**src/design/sflo_pkg.sv**
```systemverilog
// shared widths, types and helpers for the struct field layout optimizer
package sflo_pkg;

	localparam int MAX_FIELDS_DEF = 32;
	localparam int BYTES_W        = 16;
	localparam int AL_W           = 13;
	localparam int CNT_IN_W       = 32;
	localparam int IDX_OUT_W      = 5;
	localparam int SZ_W           = 22;
	localparam int OFF_W          = 24;
	localparam int HB_W           = 23;
	localparam int CFG_IDX_W      = 1;
	localparam logic [SZ_W-1:0] SZ_MAX = '1;

	// register indexes
	localparam logic [CFG_IDX_W-1:0] REG_HOT_FIRST = 1'd0;
	localparam logic [CFG_IDX_W-1:0] REG_SOA_HINT  = 1'd1;

	typedef struct packed {
		logic [BYTES_W-1:0]  field_bytes;
		logic [AL_W-1:0]     field_alignment;
		logic [CNT_IN_W-1:0] hit_count;
		logic                last_field;
	} field_t;

	typedef struct packed {
		logic [IDX_OUT_W-1:0] original_index;
		logic [SZ_W-1:0]      field_offset;
		logic [BYTES_W-1:0]   out_bytes;
		logic [AL_W-1:0]      out_alignment;
		logic                 hot_flag;
		logic [SZ_W-1:0]      orig_size;
		logic [AL_W-1:0]      original_max_align;
		logic [SZ_W-1:0]      opt_size;
		logic [AL_W-1:0]      optimized_max_align;
		logic [SZ_W-1:0]      bytes_saved;
		logic                 soa_flag;
		logic                 last_result;
	} result_t;

	// commands from controller to datapath
	typedef struct packed {
		logic load;
		logic rank_start;
		logic rank_scan;
		logic rank_write;
		logic sum_init;
		logic emit_init;
		logic ord_rd;
		logic fld_rd;
		logic acc;
		logic emit;
		logic fin1;
		logic fin2;
		logic clear;
	} cmd_t;

	// status from datapath to controller
	typedef struct packed {
		logic scan_last;
		logic i_last;
		logic p_last;
		logic out_free;
	} stat_t;

	// round v up with mask a-1
	function automatic logic [OFF_W-1:0] round_up(input logic [OFF_W-1:0] v,
		input logic [AL_W-1:0] a);
		logic [OFF_W-1:0] m;
		m = OFF_W'(a - AL_W'(1));
		return (v + m) & ~m;
	endfunction

	// clamp to 22 bits
	function automatic logic [SZ_W-1:0] sat22(input logic [OFF_W-1:0] v);
		return (v > OFF_W'(SZ_MAX)) ? SZ_MAX : v[SZ_W-1:0];
	endfunction

endpackage

```
**src/design/sflo_if.sv**
```systemverilog
// channel interfaces: field input, result output, configuration write
interface sflo_field_if;
	import sflo_pkg::*;
	logic                valid;
	logic                ready;
	logic [BYTES_W-1:0]  field_bytes;
	logic [AL_W-1:0]     field_alignment;
	logic [CNT_IN_W-1:0] hit_count;
	logic                last_field;
	modport source(output valid, field_bytes, field_alignment, hit_count, last_field,
		input ready);
	modport sink(input valid, field_bytes, field_alignment, hit_count, last_field,
		output ready);
endinterface

interface sflo_result_if;
	import sflo_pkg::*;
	logic                 valid;
	logic                 ready;
	logic [IDX_OUT_W-1:0] original_index;
	logic [SZ_W-1:0]      field_offset;
	logic [BYTES_W-1:0]   out_bytes;
	logic [AL_W-1:0]      out_alignment;
	logic                 hot_flag;
	logic [SZ_W-1:0]      orig_size;
	logic [AL_W-1:0]      original_max_align;
	logic [SZ_W-1:0]      opt_size;
	logic [AL_W-1:0]      optimized_max_align;
	logic [SZ_W-1:0]      bytes_saved;
	logic                 soa_flag;
	logic                 last_result;
	modport source(output valid, original_index, field_offset, out_bytes, out_alignment,
		hot_flag, orig_size, original_max_align, opt_size, optimized_max_align,
		bytes_saved, soa_flag, last_result, input ready);
	modport sink(input valid, original_index, field_offset, out_bytes, out_alignment,
		hot_flag, orig_size, original_max_align, opt_size, optimized_max_align,
		bytes_saved, soa_flag, last_result, output ready);
endinterface

interface sflo_cfg_if;
	import sflo_pkg::*;
	logic                 valid;
	logic                 ready;
	logic [CFG_IDX_W-1:0] index;
	logic                 data;
	modport source(output valid, index, data, input ready);
	modport sink(input valid, index, data, output ready);
endinterface

```
**src/design/struct_field_layout_optimizer_core.sv**
```systemverilog
// top level of the struct field layout optimizer
// Usage:
// - fields: one beat per struct field (bytes, alignment, access count,
//   last_field). Beats are taken one per cycle while the block is loading;
//   fields beyond MAX_FIELDS are dropped, but their last_field mark counts.
// - A beat with last_field set starts processing; fields.ready stays low
//   until the final result beat has entered the output register.
// - results: one beat per stored field, in sorted order (descending
//   alignment, hot before cold if enabled, then load order); struct totals
//   repeat on every beat and last_result marks the final one.
// - cfg: register writes (0 hot-first, 1 SOA hint), always ready, to be
//   written only while idle.
// Processing of a struct: loading, then ranking (one memory read per
// compare, each stored field compared against every stored field), a
// size pass, the finishing states FIN1 and FIN2, and an emit pass;
// all ranking goes through the single compare unit.
// Reset clears counters, running sums and handshake state; the field stores
// need no clearing. A stalled receiver holds the output register and
// pauses the emit pass; no result is lost.
module struct_field_layout_optimizer_core
	import sflo_pkg::*;
#(
	parameter int MAX_FIELDS = MAX_FIELDS_DEF
) (
	input logic         clk,
	input logic         arst_n,
	sflo_field_if.sink   fields,
	sflo_result_if.source results,
	sflo_cfg_if.sink     cfg
);

	cmd_t    cmd;
	stat_t   st;
	field_t  fin;
	result_t res;

	assign fin.field_bytes     = fields.field_bytes;
	assign fin.field_alignment = fields.field_alignment;
	assign fin.hit_count       = fields.hit_count;
	assign fin.last_field      = fields.last_field;

	assign cfg.ready = 1'b1;

	sflo_ctrl u_ctrl (
		.clk      (clk),
		.arst_n   (arst_n),
		.in_valid (fields.valid),
		.in_last  (fields.last_field),
		.in_ready (fields.ready),
		.st       (st),
		.cmd      (cmd)
	);

	sflo_dp #(
		.MAX_FIELDS(MAX_FIELDS)
	) u_dp (
		.clk       (clk),
		.arst_n    (arst_n),
		.cmd       (cmd),
		.st        (st),
		.fin       (fin),
		.cfg_we    (cfg.valid),
		.cfg_index (cfg.index),
		.cfg_data  (cfg.data),
		.out_valid (results.valid),
		.out_ready (results.ready),
		.res       (res)
	);

	// result beat fields
	assign results.original_index      = res.original_index;
	assign results.field_offset        = res.field_offset;
	assign results.out_bytes           = res.out_bytes;
	assign results.out_alignment       = res.out_alignment;
	assign results.hot_flag            = res.hot_flag;
	assign results.orig_size           = res.orig_size;
	assign results.original_max_align  = res.original_max_align;
	assign results.opt_size            = res.opt_size;
	assign results.optimized_max_align = res.optimized_max_align;
	assign results.bytes_saved         = res.bytes_saved;
	assign results.soa_flag            = res.soa_flag;
	assign results.last_result         = res.last_result;

endmodule

```
**src/design/sflo_ctrl.sv**
```systemverilog
// controller state machine: load, rank, size pass, finish, emit pass
module sflo_ctrl
	import sflo_pkg::*;
(
	input  logic  clk,
	input  logic  arst_n,
	input  logic  in_valid,
	input  logic  in_last,
	output logic  in_ready,
	input  stat_t st,
	output cmd_t  cmd
);

	localparam logic [3:0] S_IDLE = 4'd0;
	localparam logic [3:0] S_RK_A = 4'd1;
	localparam logic [3:0] S_RK_B = 4'd2;
	localparam logic [3:0] S_RK_D = 4'd3;
	localparam logic [3:0] S_RK_W = 4'd4;
	localparam logic [3:0] S_L_O  = 4'd5;
	localparam logic [3:0] S_L_F  = 4'd6;
	localparam logic [3:0] S_L_C  = 4'd7;
	localparam logic [3:0] S_FIN1 = 4'd8;
	localparam logic [3:0] S_FIN2 = 4'd9;
	localparam logic [3:0] S_E_O  = 4'd10;
	localparam logic [3:0] S_E_F  = 4'd11;
	localparam logic [3:0] S_E_C  = 4'd12;

	logic [3:0] state_q, state_d;

	assign in_ready = (state_q == S_IDLE);

	// next state and commands
	always_comb begin
		state_d = state_q;
		cmd     = '0;
		unique case (state_q)
			S_IDLE: begin
				if (in_valid) begin
					cmd.load = 1'b1;
					if (in_last) state_d = S_RK_A;
				end
			end
			S_RK_A: begin
				cmd.rank_start = 1'b1;
				state_d = S_RK_B;
			end
			S_RK_B: begin
				cmd.rank_scan = 1'b1;
				if (st.scan_last) state_d = S_RK_D;
			end
			S_RK_D: state_d = S_RK_W;
			S_RK_W: begin
				cmd.rank_write = 1'b1;
				if (st.i_last) begin
					cmd.sum_init = 1'b1;
					state_d = S_L_O;
				end else begin
					state_d = S_RK_A;
				end
			end
			S_L_O: begin
				cmd.ord_rd = 1'b1;
				state_d = S_L_F;
			end
			S_L_F: begin
				cmd.fld_rd = 1'b1;
				state_d = S_L_C;
			end
			S_L_C: begin
				cmd.acc = 1'b1;
				state_d = st.p_last ? S_FIN1 : S_L_O;
			end
			S_FIN1: begin
				cmd.fin1 = 1'b1;
				state_d = S_FIN2;
			end
			S_FIN2: begin
				cmd.fin2 = 1'b1;
				cmd.emit_init = 1'b1;
				state_d = S_E_O;
			end
			S_E_O: begin
				cmd.ord_rd = 1'b1;
				state_d = S_E_F;
			end
			S_E_F: begin
				cmd.fld_rd = 1'b1;
				state_d = S_E_C;
			end
			S_E_C: begin
				if (st.out_free) begin
					cmd.acc  = 1'b1;
					cmd.emit = 1'b1;
					if (st.p_last) begin
						cmd.clear = 1'b1;
						state_d = S_IDLE;
					end else begin
						state_d = S_E_O;
					end
				end
			end
			default: state_d = S_IDLE;
		endcase
	end

	// state register
	always_ff @(posedge clk or negedge arst_n) begin
		if (!arst_n) begin
			state_q <= S_IDLE;
		end else begin
			state_q <= state_d;
		end
	end

endmodule

```
**src/design/sflo_dp.sv**
```systemverilog
// datapath: field memory, order memory, rank counter, layout sums, result register
module sflo_dp
	import sflo_pkg::*;
#(
	parameter int MAX_FIELDS = MAX_FIELDS_DEF
) (
	input  logic                 clk,
	input  logic                 arst_n,
	input  cmd_t                 cmd,
	output stat_t                st,
	input  field_t               fin,
	input  logic                 cfg_we,
	input  logic [CFG_IDX_W-1:0] cfg_index,
	input  logic                 cfg_data,
	output logic                 out_valid,
	input  logic                 out_ready,
	output result_t              res
);

	localparam int IDX_W = (MAX_FIELDS > 1) ? $clog2(MAX_FIELDS) : 1;
	localparam int CNT_W = $clog2(MAX_FIELDS + 1);
	localparam int MEM_W = AL_W + 1 + BYTES_W;

	// field memory {align, hot, bytes} and sorted order memory
	logic [MEM_W-1:0] fld_mem [MAX_FIELDS];
	logic [IDX_W-1:0] ord_mem [MAX_FIELDS];
	logic [MEM_W-1:0] rd_a_q, rd_b_q;
	logic [IDX_W-1:0] order_q;

	logic [CNT_W-1:0] n_q, hot_fields_q;
	logic [OFF_W-1:0] naive_off_q;
	logic [AL_W-1:0]  naive_al_q;
	logic [HB_W-1:0]  hot_bytes_q;
	logic [IDX_W-1:0] i_q, j_q, j_s1, rank_q, p_q;
	logic             b_vld_s1;
	logic [OFF_W-1:0] run_q, opt_size_q, orig_size_q, saved_q;
	logic [AL_W-1:0]  opt_al_q;
	logic             soa_q;
	logic             hot_first_q, soa_en_q;
	logic             out_vld_q;
	result_t          res_q;

	logic [AL_W-1:0]    in_al;
	logic               in_hot;
	logic [AL_W-1:0]    al_a, al_b;
	logic               hot_a, hot_b;
	logic [BYTES_W-1:0] sz_a;
	logic               j_ahead;
	logic [OFF_W-1:0]   cur_off;
	logic [IDX_W-1:0]   addr_a;

	assign in_al  = (fin.field_alignment == '0) ? AL_W'(1) : fin.field_alignment;
	assign in_hot = |fin.hit_count;
	assign al_a   = rd_a_q[MEM_W-1 -: AL_W];
	assign hot_a  = rd_a_q[BYTES_W];
	assign sz_a   = rd_a_q[BYTES_W-1:0];
	assign al_b   = rd_b_q[MEM_W-1 -: AL_W];
	assign hot_b  = rd_b_q[BYTES_W];
	assign addr_a = cmd.rank_start ? i_q : order_q;
	assign cur_off = round_up(run_q, al_a);

	// entry j goes before entry i
	always_comb begin
		if (al_b != al_a) begin
			j_ahead = al_b > al_a;
		end else if (hot_first_q && (hot_b != hot_a)) begin
			j_ahead = hot_b;
		end else begin
			j_ahead = j_s1 < i_q;
		end
	end

	assign st.scan_last = (CNT_W'(j_q) == (n_q - CNT_W'(1)));
	assign st.i_last    = (CNT_W'(i_q) == (n_q - CNT_W'(1)));
	assign st.p_last    = (CNT_W'(p_q) == (n_q - CNT_W'(1)));
	assign st.out_free  = !out_vld_q || out_ready;

	// memories
	always_ff @(posedge clk) begin
		if (cmd.load && (n_q < CNT_W'(MAX_FIELDS))) begin
			fld_mem[n_q[IDX_W-1:0]] <= {in_al, in_hot, fin.field_bytes};
		end
		if (cmd.rank_start || cmd.fld_rd) begin
			rd_a_q <= fld_mem[addr_a];
		end
		if (cmd.rank_scan) begin
			rd_b_q <= fld_mem[j_q];
		end
		if (cmd.rank_write) begin
			ord_mem[rank_q] <= i_q;
		end
		if (cmd.ord_rd) begin
			order_q <= ord_mem[p_q];
		end
	end

	// configuration registers
	always_ff @(posedge clk or negedge arst_n) begin
		if (!arst_n) begin
			hot_first_q <= 1'b1;
			soa_en_q    <= 1'b1;
		end else if (cfg_we) begin
			unique case (cfg_index)
				REG_HOT_FIRST: hot_first_q <= cfg_data;
				REG_SOA_HINT:  soa_en_q    <= cfg_data;
				default: ;
			endcase
		end
	end

	// load-order statistics
	always_ff @(posedge clk or negedge arst_n) begin
		if (!arst_n) begin
			n_q          <= '0;
			naive_off_q  <= '0;
			naive_al_q   <= AL_W'(1);
			hot_bytes_q  <= '0;
			hot_fields_q <= '0;
		end else if (cmd.clear) begin
			n_q          <= '0;
			naive_off_q  <= '0;
			naive_al_q   <= AL_W'(1);
			hot_bytes_q  <= '0;
			hot_fields_q <= '0;
		end else if (cmd.load && (n_q < CNT_W'(MAX_FIELDS))) begin
			n_q         <= n_q + CNT_W'(1);
			naive_off_q <= round_up(naive_off_q, in_al) + OFF_W'(fin.field_bytes);
			if (in_al > naive_al_q) naive_al_q <= in_al;
			if (in_hot) begin
				hot_bytes_q  <= hot_bytes_q + HB_W'(fin.field_bytes);
				hot_fields_q <= hot_fields_q + CNT_W'(1);
			end
		end
	end

	// rank counting
	always_ff @(posedge clk or negedge arst_n) begin
		if (!arst_n) begin
			i_q      <= '0;
			j_q      <= '0;
			j_s1     <= '0;
			rank_q   <= '0;
			b_vld_s1 <= 1'b0;
		end else begin
			b_vld_s1 <= cmd.rank_scan;
			if (cmd.rank_scan) begin
				j_s1 <= j_q;
				j_q  <= j_q + IDX_W'(1);
			end
			if (cmd.rank_start) begin
				j_q    <= '0;
				rank_q <= '0;
			end else if (b_vld_s1 && j_ahead) begin
				rank_q <= rank_q + IDX_W'(1);
			end
			if (cmd.clear) begin
				i_q <= '0;
			end else if (cmd.rank_write) begin
				i_q <= i_q + IDX_W'(1);
			end
		end
	end

	// layout passes and struct totals
	always_ff @(posedge clk or negedge arst_n) begin
		if (!arst_n) begin
			p_q      <= '0;
			run_q    <= '0;
			opt_al_q <= AL_W'(1);
		end else begin
			if (cmd.sum_init || cmd.emit_init || cmd.clear) begin
				p_q   <= '0;
				run_q <= '0;
			end else if (cmd.acc) begin
				p_q   <= p_q + IDX_W'(1);
				run_q <= cur_off + OFF_W'(sz_a);
			end
			if (cmd.sum_init) begin
				opt_al_q <= AL_W'(1);
			end else if (cmd.acc && !cmd.emit && (al_a > opt_al_q)) begin
				opt_al_q <= al_a;
			end
		end
	end

	always_ff @(posedge clk) begin
		if (cmd.fin1) begin
			opt_size_q  <= round_up(run_q, opt_al_q);
			orig_size_q <= round_up(naive_off_q, naive_al_q);
		end
		if (cmd.fin2) begin
			saved_q <= (orig_size_q > opt_size_q) ? (orig_size_q - opt_size_q) : '0;
			soa_q   <= soa_en_q && (32'(n_q) >= 32'd3) && (hot_fields_q != '0) &&
				(hot_fields_q != n_q) && ({hot_bytes_q, 1'b0} < opt_size_q);
		end
	end

	// result register
	always_ff @(posedge clk or negedge arst_n) begin
		if (!arst_n) begin
			out_vld_q <= 1'b0;
		end else if (cmd.emit) begin
			out_vld_q <= 1'b1;
		end else if (out_ready) begin
			out_vld_q <= 1'b0;
		end
	end

	always_ff @(posedge clk) begin
		if (cmd.emit) begin
			res_q.original_index      <= IDX_OUT_W'(order_q);
			res_q.field_offset        <= sat22(cur_off);
			res_q.out_bytes           <= sz_a;
			res_q.out_alignment       <= al_a;
			res_q.hot_flag            <= hot_a;
			res_q.orig_size           <= sat22(orig_size_q);
			res_q.original_max_align  <= naive_al_q;
			res_q.opt_size            <= sat22(opt_size_q);
			res_q.optimized_max_align <= opt_al_q;
			res_q.bytes_saved         <= sat22(saved_q);
			res_q.soa_flag            <= soa_q;
			res_q.last_result         <= st.p_last;
		end
	end

	assign out_valid = out_vld_q;
	assign res       = res_q;

	// a new beat never overwrites one still waiting
	a_emit_free: assert property (@(posedge clk) disable iff (!arst_n)
		cmd.emit |-> (!out_vld_q || out_ready))
		else $error("result overwritten while stalled");

	// the field count never passes the store depth
	a_count_max: assert property (@(posedge clk) disable iff (!arst_n)
		n_q <= CNT_W'(MAX_FIELDS))
		else $error("field count beyond depth");

	// a rank written is inside the loaded fields
	a_rank_range: assert property (@(posedge clk) disable iff (!arst_n)
		cmd.rank_write |-> (CNT_W'(rank_q) < n_q))
		else $error("rank out of range");

	// loads happen only while no struct is being processed
	a_load_idle: assert property (@(posedge clk) disable iff (!arst_n)
		cmd.load |-> (p_q == '0 && !b_vld_s1))
		else $error("load during processing");

endmodule
```
**src/flat_wrapper.sv**
```systemverilog
// flat-port wrapper written by rule: the top's interface ports become plain ports
module struct_field_layout_optimizer_core_flat import sflo_pkg::*;
#(
	parameter int MAX_FIELDS = MAX_FIELDS_DEF
)
  (clk, arst_n, fields_valid, fields_field_bytes, fields_field_alignment, fields_hit_count, fields_last_field, fields_ready, results_valid, results_original_index, results_field_offset, results_out_bytes, results_out_alignment, results_hot_flag, results_orig_size, results_original_max_align, results_opt_size, results_optimized_max_align, results_bytes_saved, results_soa_flag, results_last_result, results_ready, cfg_valid, cfg_index, cfg_data, cfg_ready);
  sflo_field_if fields_i ();
  sflo_result_if results_i ();
  sflo_cfg_if cfg_i ();
  input logic clk;
  input logic arst_n;
  input wire logic [$bits(fields_i.valid)-1:0] fields_valid;
  input wire logic [$bits(fields_i.field_bytes)-1:0] fields_field_bytes;
  input wire logic [$bits(fields_i.field_alignment)-1:0] fields_field_alignment;
  input wire logic [$bits(fields_i.hit_count)-1:0] fields_hit_count;
  input wire logic [$bits(fields_i.last_field)-1:0] fields_last_field;
  output wire logic [$bits(fields_i.ready)-1:0] fields_ready;
  output wire logic [$bits(results_i.valid)-1:0] results_valid;
  output wire logic [$bits(results_i.original_index)-1:0] results_original_index;
  output wire logic [$bits(results_i.field_offset)-1:0] results_field_offset;
  output wire logic [$bits(results_i.out_bytes)-1:0] results_out_bytes;
  output wire logic [$bits(results_i.out_alignment)-1:0] results_out_alignment;
  output wire logic [$bits(results_i.hot_flag)-1:0] results_hot_flag;
  output wire logic [$bits(results_i.orig_size)-1:0] results_orig_size;
  output wire logic [$bits(results_i.original_max_align)-1:0] results_original_max_align;
  output wire logic [$bits(results_i.opt_size)-1:0] results_opt_size;
  output wire logic [$bits(results_i.optimized_max_align)-1:0] results_optimized_max_align;
  output wire logic [$bits(results_i.bytes_saved)-1:0] results_bytes_saved;
  output wire logic [$bits(results_i.soa_flag)-1:0] results_soa_flag;
  output wire logic [$bits(results_i.last_result)-1:0] results_last_result;
  input wire logic [$bits(results_i.ready)-1:0] results_ready;
  input wire logic [$bits(cfg_i.valid)-1:0] cfg_valid;
  input wire logic [$bits(cfg_i.index)-1:0] cfg_index;
  input wire logic [$bits(cfg_i.data)-1:0] cfg_data;
  output wire logic [$bits(cfg_i.ready)-1:0] cfg_ready;
  assign fields_i.valid = fields_valid;
  assign fields_i.field_bytes = fields_field_bytes;
  assign fields_i.field_alignment = fields_field_alignment;
  assign fields_i.hit_count = fields_hit_count;
  assign fields_i.last_field = fields_last_field;
  assign fields_ready = fields_i.ready;
  assign results_valid = results_i.valid;
  assign results_original_index = results_i.original_index;
  assign results_field_offset = results_i.field_offset;
  assign results_out_bytes = results_i.out_bytes;
  assign results_out_alignment = results_i.out_alignment;
  assign results_hot_flag = results_i.hot_flag;
  assign results_orig_size = results_i.orig_size;
  assign results_original_max_align = results_i.original_max_align;
  assign results_opt_size = results_i.opt_size;
  assign results_optimized_max_align = results_i.optimized_max_align;
  assign results_bytes_saved = results_i.bytes_saved;
  assign results_soa_flag = results_i.soa_flag;
  assign results_last_result = results_i.last_result;
  assign results_i.ready = results_ready;
  assign cfg_i.valid = cfg_valid;
  assign cfg_i.index = cfg_index;
  assign cfg_i.data = cfg_data;
  assign cfg_ready = cfg_i.ready;
  struct_field_layout_optimizer_core #(.MAX_FIELDS(MAX_FIELDS)) u_core (.clk(clk), .arst_n(arst_n), .fields(fields_i), .results(results_i), .cfg(cfg_i));
endmodule
```
**config.mk**
```make
export PLATFORM = sky130hd
export DESIGN_NAME = struct_field_layout_optimizer_core_flat
export DESIGN_NICKNAME = d
export VERILOG_FILES = /design/src/design/sflo_pkg.sv /design/src/design/sflo_if.sv /design/src/design/struct_field_layout_optimizer_core.sv /design/src/design/sflo_ctrl.sv /design/src/design/sflo_dp.sv /design/src/flat_wrapper.sv
export SDC_FILE = /design/constraint.sdc
export NUM_CORES = 2
export LEC_CHECK = 0
export BUFFER_PORTS_ARGS = -buffer_cell sky130_fd_sc_hd__buf_2
export CELL_PAD_IN_SITES_DETAIL_PLACEMENT = 0
export CELL_PAD_IN_SITES_GLOBAL_PLACEMENT = 1
export CORE_UTILIZATION = 45
export CTS_CLUSTER_DIAMETER = 60
export DETAILED_ROUTE_END_ITERATION = 10
export HOLD_SLACK_MARGIN = 0.08
export PLACE_DENSITY = 0.71
export SKIP_CTS_REPAIR_TIMING = 1
export SLEW_MARGIN = 20
export SYNTH_ARGS = -nofsm -noshare
export SYNTH_HDL_FRONTEND = slang
export SYNTH_HIERARCHICAL = 1
export SYNTH_SLANG_ARGS = --single-unit
```
**constraint.sdc**
```tcl
create_clock -name clk -period 10.7 [get_ports clk]
set_input_delay 1.605 -clock clk [delete_from_list [all_inputs] [get_ports clk]]
set_output_delay 1.605 -clock clk [all_outputs]
set_load 0.02 [all_outputs]
```
; ---- Word-level counts from Yosys, hierarchy flattened
; Memories as Yosys holds them, arrays and structs flattened. A register that Yosys moved wholly into a read port is not among the register bits.
; Cells that the tools add are included.
; W data, S select, Z words.
[totals]
input_bits = 69
romBits = 0
ramBits = 1120
memories = 2
latch_bits = 0
register_bits = 366
[mem_list]
columns = memory, words, width, rd, rd_ports_with_merged_regs, write_ports, line_no
row1 = u_core.u_dp.fld_mem, 32, 30, 2, 2, 1, sflo_dp.sv:25  ; logic [MEM_W-1:0] fld_mem [MAX_FIELDS];
row2 = u_core.u_dp.ord_mem, 32, 5, 1, 1, 1, sflo_dp.sv:26  ; logic [IDX_W-1:0] ord_mem [MAX_FIELDS];
[op_classes]
n_bitwise = 9
n_shift = 0
n_eq_ne = 22
mux = 59
add_sub_neg = 19
n_reduce_logical = 35
multipliers = 0
order_cmp = 12
div = 0
[op_table]
columns = cell, count
row1 = $add A24 B24 Y24, 4
row2 = $and A24 B24 Y24, 4
row3 = $gt A24 B22 Y1 const B, 4
row4 = $mux W24, 4
row5 = $not A24 Y24, 4
row6 = $mux W13, 6
row7 = $mux W23, 3
row8 = $sub A13 B1 Y14 const B, 4
row9 = $pmux W4 S13, 1
row10 = $add A24 B16 Y24, 2
row11 = $mux W5, 9
row12 = $gt A13 B13 Y1, 3
row13 = $reduce_or A32 Y1, 1
row14 = $mux W6, 5
row15 = $gt A24 B24 Y1, 1
row16 = $lt A24 B24 Y1, 1
row17 = $mux W4, 6
row18 = $sub A24 B24 Y24, 1
row19 = $add A23 B16 Y23, 1
row20 = $mux W1, 21
row21 = $add A5 B1 Y5 const B, 4
row22 = $eq A4 B4 Y1 const B, 5
row23 = $eq A5 B6 Y1, 3
row24 = $reduce_bool A2 Y1, 9
row25 = other kinds (26), 50

; ---- Logic depth before layout (Yosys ltp)
[depth]
word_depth = 9
ltp_mapped = 25

; ---- By module
; The synthesis kept the hierarchy.
[by_module_without_submodules]
columns = mod, cells_each, n_inst, area_per_inst_um2
row1 = sflo_dp, 4748, 1, 71910.2
row2 = sflo_ctrl, 56, 1, 455.4
row3 = struct_field_layout_optimizer_core, 2, 1, 11.3

; ---- Worst setup path after synthesis
; Ideal clock, no wire load.
[synth_timing]
path_type = input-to-reg
start = in fields_field_alignment[4]
end = reg u_core.u_dp.naive_off_q[23]
arrival_ps = 6611
t_required_ps = 10565
cell_stages = 24
setup_slack_ps = 3954
cell_sequence = clkbuf_1 -> nor4_4 -> a31oi_1 -> inv_1 -> nor3_1 -> xor2_1 -> ha_1 -> o21a_1 -> o31a_1 -> or4_1 -> nand4_1 -> and2_1 -> xor2_1 -> nor2_1 -> ha_1 -> a21o_1 -> a21oi_1 -> o21ai_0 -> a211o_1 -> a21o_1 -> a21o_1 -> a311oi_1 -> o21ai_0 -> nor3b_1
[synth_via]
elab_chain_len = 8
word_cells_on_any_way = 9
[synth_rtl]
columns = element, line_no
row1 = "start, declared", flat_wrapper.sv:14  ; input wire logic [$bits(fields_i.field_alignment)-1:0] fields_field_alignment;
row2 = $logic_not A13 Y1 *, sflo_dp.sv:52  ; assign in_al = (fin.field_alignment == '0) ? AL_W'(1) : fin.field_alignment;
row3 = $mux W13 *, sflo_dp.sv:52
row4 = net u_core.u_dp.in_al[0], sflo_dp.sv:43  ; logic [AL_W-1:0] in_al;
row5 = $sub A13 B1 Y14 *, sflo_pkg.sv:70  ; m = OFF_W'(a - AL_W'(1));
row6 = $add A24 B24 Y24 or $not A24 Y24 (tied branches), sflo_pkg.sv:71  ; return (v + m) & ~m;
row7 = $and A24 B24 Y24 *, sflo_pkg.sv:71
row8 = $add A24 B16 Y24 *, sflo_dp.sv:127  ; naive_off_q <= round_up(naive_off_q, in_al) + OFF_W'(fin.field_bytes);
row9 = $mux W24 *, sflo_dp.sv:125  ; end else if (cmd.load && (n_q < CNT_W'(MAX_FIELDS))) begin
row10 = $mux W24 *, sflo_dp.sv:119  ; end else if (cmd.clear) begin
row11 = "end signal, assigned", sflo_dp.sv:127
row12 = "end, declared", sflo_dp.sv:31  ; logic [OFF_W-1:0] naive_off_q;
; The timed path passes the listed nets; every way through them passes the cells marked *. The select of a mux whose other input is x is not followed.
; A chain may end at the register's enable or synchronous reset.

; ---- Final worst setup path
[layout_timing]
start = in fields_field_alignment[7]
end = reg u_core.u_dp.naive_off_q[23]
; Same word-level chain as after synthesis.

==> metrics.md <==
| Metric | Value |
|---|---|
| Most frequent cells in the layout | edfxtp_1 (1393), nand2_1 (440), mux4_2 (430) |
| Synthesized area | 72400 sq um |
| CP Max Fanout | 39 |
| Pin count of the biggest net entering global routing | 116 |
| H-tree levels | 4 |
| CP Buf/Inv Count | 2 |
| Synth warnings | 6 |
| Mux cell area share after synthesis | 14.5% |
| Pins Over Slew Limit | 0 |
| Fillers | about 13000 |
| Leading area contributor after synthesis | edfxtp_1 |
| Final setup TNS | 0 ps |
| Leak pwr | 28.8 nW |
| Synth Flop Type | edfxtp_1 |
| Peak VDD IR | roughly 0.18 mV |
| GR Util All Layers | between 20 and 25% |
| Detail Route Antenna Nets | 0 |
| Fin. Hold Viols | 0 |
| Post-synth EDFFs | 1393 |
| Worst clock skew | between 30 and 40 ps |
| CP top delay family | compound AO/OA/AOI/OAI gates |
| Die extent in x | 403 microns |
| Drt first pass iters | 6 |
| Vias in the first global route | ~43000 |
| Stages on worst setup path | 25 |
| Maximum clock path buffer count | 3 |
| Worst-skew pair later-pin latency | 810 ps |
| Psw | between 2 and 3 mW |
| Clock Tree Root | clkbuf_16 |
| Slew HR | ~15% |
| Post-route clock period utilization | ~72% |
| Total of max-cap violations | 0 |
| Die Ht | between 400 and 500 microns |
| Combinational group share of total power | approximately 1.5% |
| Tightest Pin Transition | 1260 ps |
| Grt ovf | 0 |
| # port buffers | between 200 and 250 |
| Post-synthesis compound-gate area fraction | roughly 4.7% |
| Total number of vias | between 40000 and 50000 |
| DR vias/cell | 5.91 |
| Adder-cell share of the synthesized area | between 4 and 5% |
| #FFs+latches synth | 1535 |
| Xor and xnor fraction of the mapped netlist area | 2.71% |
| Crit-path most repeated cell | a21o_1 |
| CP peak stage delay | just over 600 ps |
| Routed WL per cell | between 20 and 30 microns |
| Cells on Worst Hold Path | 0 |
| Area contributors post-synth | edfxtp_1 (58%), mux4_2 (13%), dfrtp_1 (4.8%) |
| Arr. time, crit path | between 8000 and 9000 ps |
| Synth Instances | 4806 |
| Synth-to-layout area growth | 13.0% |
| Worst Hold Class | flip-flop to flip-flop |
| Seq/Total Area, Yosys | 62.7% |
| Crit Path Class | input port to flip-flop |
| Total power | 12.3 mW |
| Post-synth cell types | 96 |
| Initial antenna violation count | 18 |
| Minimum clock period | between 7000 and 8000 ps |
| Drt drc | 0 |
| # rows | ~150 |
| Synth top area share | 57.8% |
| Clock sink count | about 1500 |
| CP endpoint kind | flip-flop |
| Dpl hpwl | ~130000 microns |
| Startpoint types | input port |
| Commonest non-fill, non-tap cell in the layout | edfxtp_1 |
| Register-to-Register Path Depth | 23 |
| Die area | about 160000 sq um |
| Unrepaired setup endpoints after global routing | no |
| GPL Wtd Cong | 0.885 |
| Fraction of the mapped netlist area in simple logic gates | a little under a tenth |
| Starting Density | a little under half |
| Fmax | about 130 MHz |
| Num CTS Buffers | between 150 and 200 |
| DR iter-0 viols | 4498 |
| Post-Synthesis Mean Instance Area | about 15 sq um |
| Final setup vio count | 0 |
| Internal Power | 9.75 mW |
| Reg clk slew, reported paths | around 60 ps |
| Critical path's slowest cell | inv_1 |
| # nets final | around 5400 |
| Status | finished, final reports clean |
| Sw Share | between 20% and 30% |
| Asr flop ratio synth | under 10% |
| I/O pin cnt | ~220 |
| Largest family of logic cells by synthesized area | multiplexers |
| CTS tree | done |
| Detailed Route WL | ~200000 microns |
| CP required | 11320 ps |
| First-pass GRT wire length | around 290000 microns |
| Core Region | 159000 sq um |
| Layout cells sized above 1 | between 20% and 30% |
| Seq pwr share | 52.8% |
| Pwr/cell area | between 150 and 200 nW/um^2 |
| Clock Power Share | a little under half |
## power by group through the flow
stage | clock [mW] | combinational, mW | sequential, mW
after detailed placement | 0 | 0.188 | 6.64
after floorplan | 0 | 0.0883 | 6.64
after global placement | 0 | 0.184 | 6.64
final | 5.64 | 0.188 | 6.51
after global routing | 5.95 | 0.207 | 6.51
after CTS | 5.73 | 0.189 | 6.51
## final cells by class
type	instances	area, sq um	area share [%]
Clock inverter	100	1030	1.25
Antenna cell	4	10.0	0.0122
Clock buffer	203	4370	5.35
Inverter	129	484	0.592
Timing Repair Buffer	305	1800	2.20
Tap cell	2146	2690	3.28
Sequential cell	1535	45400	55.5
Multi-Input combinational cell	2921	26000	31.8
## per-layer routing
metal / vias to the layer above / share of wire [%] / track usage [%]
met1: 22095 / 42 / 34.0
met4: 6 / 2.9 / 7.59
li1: 19191 / - / -
met3: 314 / 8.0 / 5.21
met5: - / 0.017 / 0
met2: 1812 / 47 / 39.3
## final timing paths
check | startpoint | end | slack [ps]
setup / recovery | fields_field_alignment[7] | u_core/u_dp/naive_off_q[23]$_DFFE_PN0P_ | 3050
hold / removal | u_core/u_dp/soa_q$_DFFE_PP_ | u_core/u_dp/res[1]$_DFFE_PP_ | 430
setup reg to reg | u_core/u_dp/rd_a_q[17]$_DFFE_PP_ | u_core/u_dp/run_q[21]$_DFFE_PN0P_ | 4870
hold reg to reg | u_core/u_dp/soa_q$_DFFE_PP_ | u_core/u_dp/res[1]$_DFFE_PP_ | 430
max in group asynchronous | arst_n | u_core/u_dp/j_q[0]$_DFFE_PN0P_ | 8350
min in group asynchronous | arst_n | u_core/u_dp/naive_al_q[8]$_DFFE_PN0P_ | 920
## stage by stage
stage	utilization [%]	instances	instance area, sq um	setup WS (ps)	hold WS, ps
3_3_place_gp	48.0	7036	76400	2330	413
2_1_floorplan	-	4815	72400	3950	400
5_1_grt	51.4	7339	81800	2650	442
3_5_place_dp	48.0	7036	76400	2300	422
6_report	51.4	7343	81800	3050	433
4_1_cts	51.4	7339	81800	3110	436
## sequential cells by signal, indices dropped and copies added, names as in the netlist, 14 cells and up
name and count:
u_core/u_dp/ord_mem 160, u_core/u_dp/res 151, u_core/u_dp/opt_size_q 24, u_core/u_dp/rd_a_q 30, u_core/u_dp/saved_q 24, u_core/u_dp/run_q 24
u_core/u_dp/hot_bytes_q 23, u_core/u_dp/orig_size_q 24, u_core/u_dp/naive_off_q 24, u_core/u_dp/fld_mem 960, u_core/u_dp/rd_b_q 14
## synthesized netlist by cell type (7+ instances only)
cell,count
a211o_1,8
a211oi_1,30
a21o_1,73
a21oi_1,162
a31oi_1,21
and2_1,13
and3_1,19
and4_1,9
buf_1,54
clkbuf_1,166
dfrtp_1,138
edfxtp_1,1393
fa_1,8
ha_1,246
inv_1,128
mux2_2,27
mux2i_1,48
mux4_2,430
nand2_1,440
nand2b_1,33
nand3_1,225
nand3b_1,10
nand4_1,34
nor2_1,359
nor2b_1,41
nor3_1,60
nor3b_1,10
nor4_1,24
o211ai_1,10
o21a_1,30
o21ai_0,116
o21bai_1,11
o31ai_1,10
or2_2,7
or3_1,71
xnor2_1,135
xor2_1,89
## logic make-up (layout without fill, tap and decap cells)
kind of cell    Yosys count  after routing
simple gates           1391           1391
xor+xnor                224            224
mux                     506            506
flops                  1535           1535
fa+ha+maj               254            254
buf+inv                 359            737
other cells               2             15
compound gates          535            535
Power figures use the tool's default switching activity.
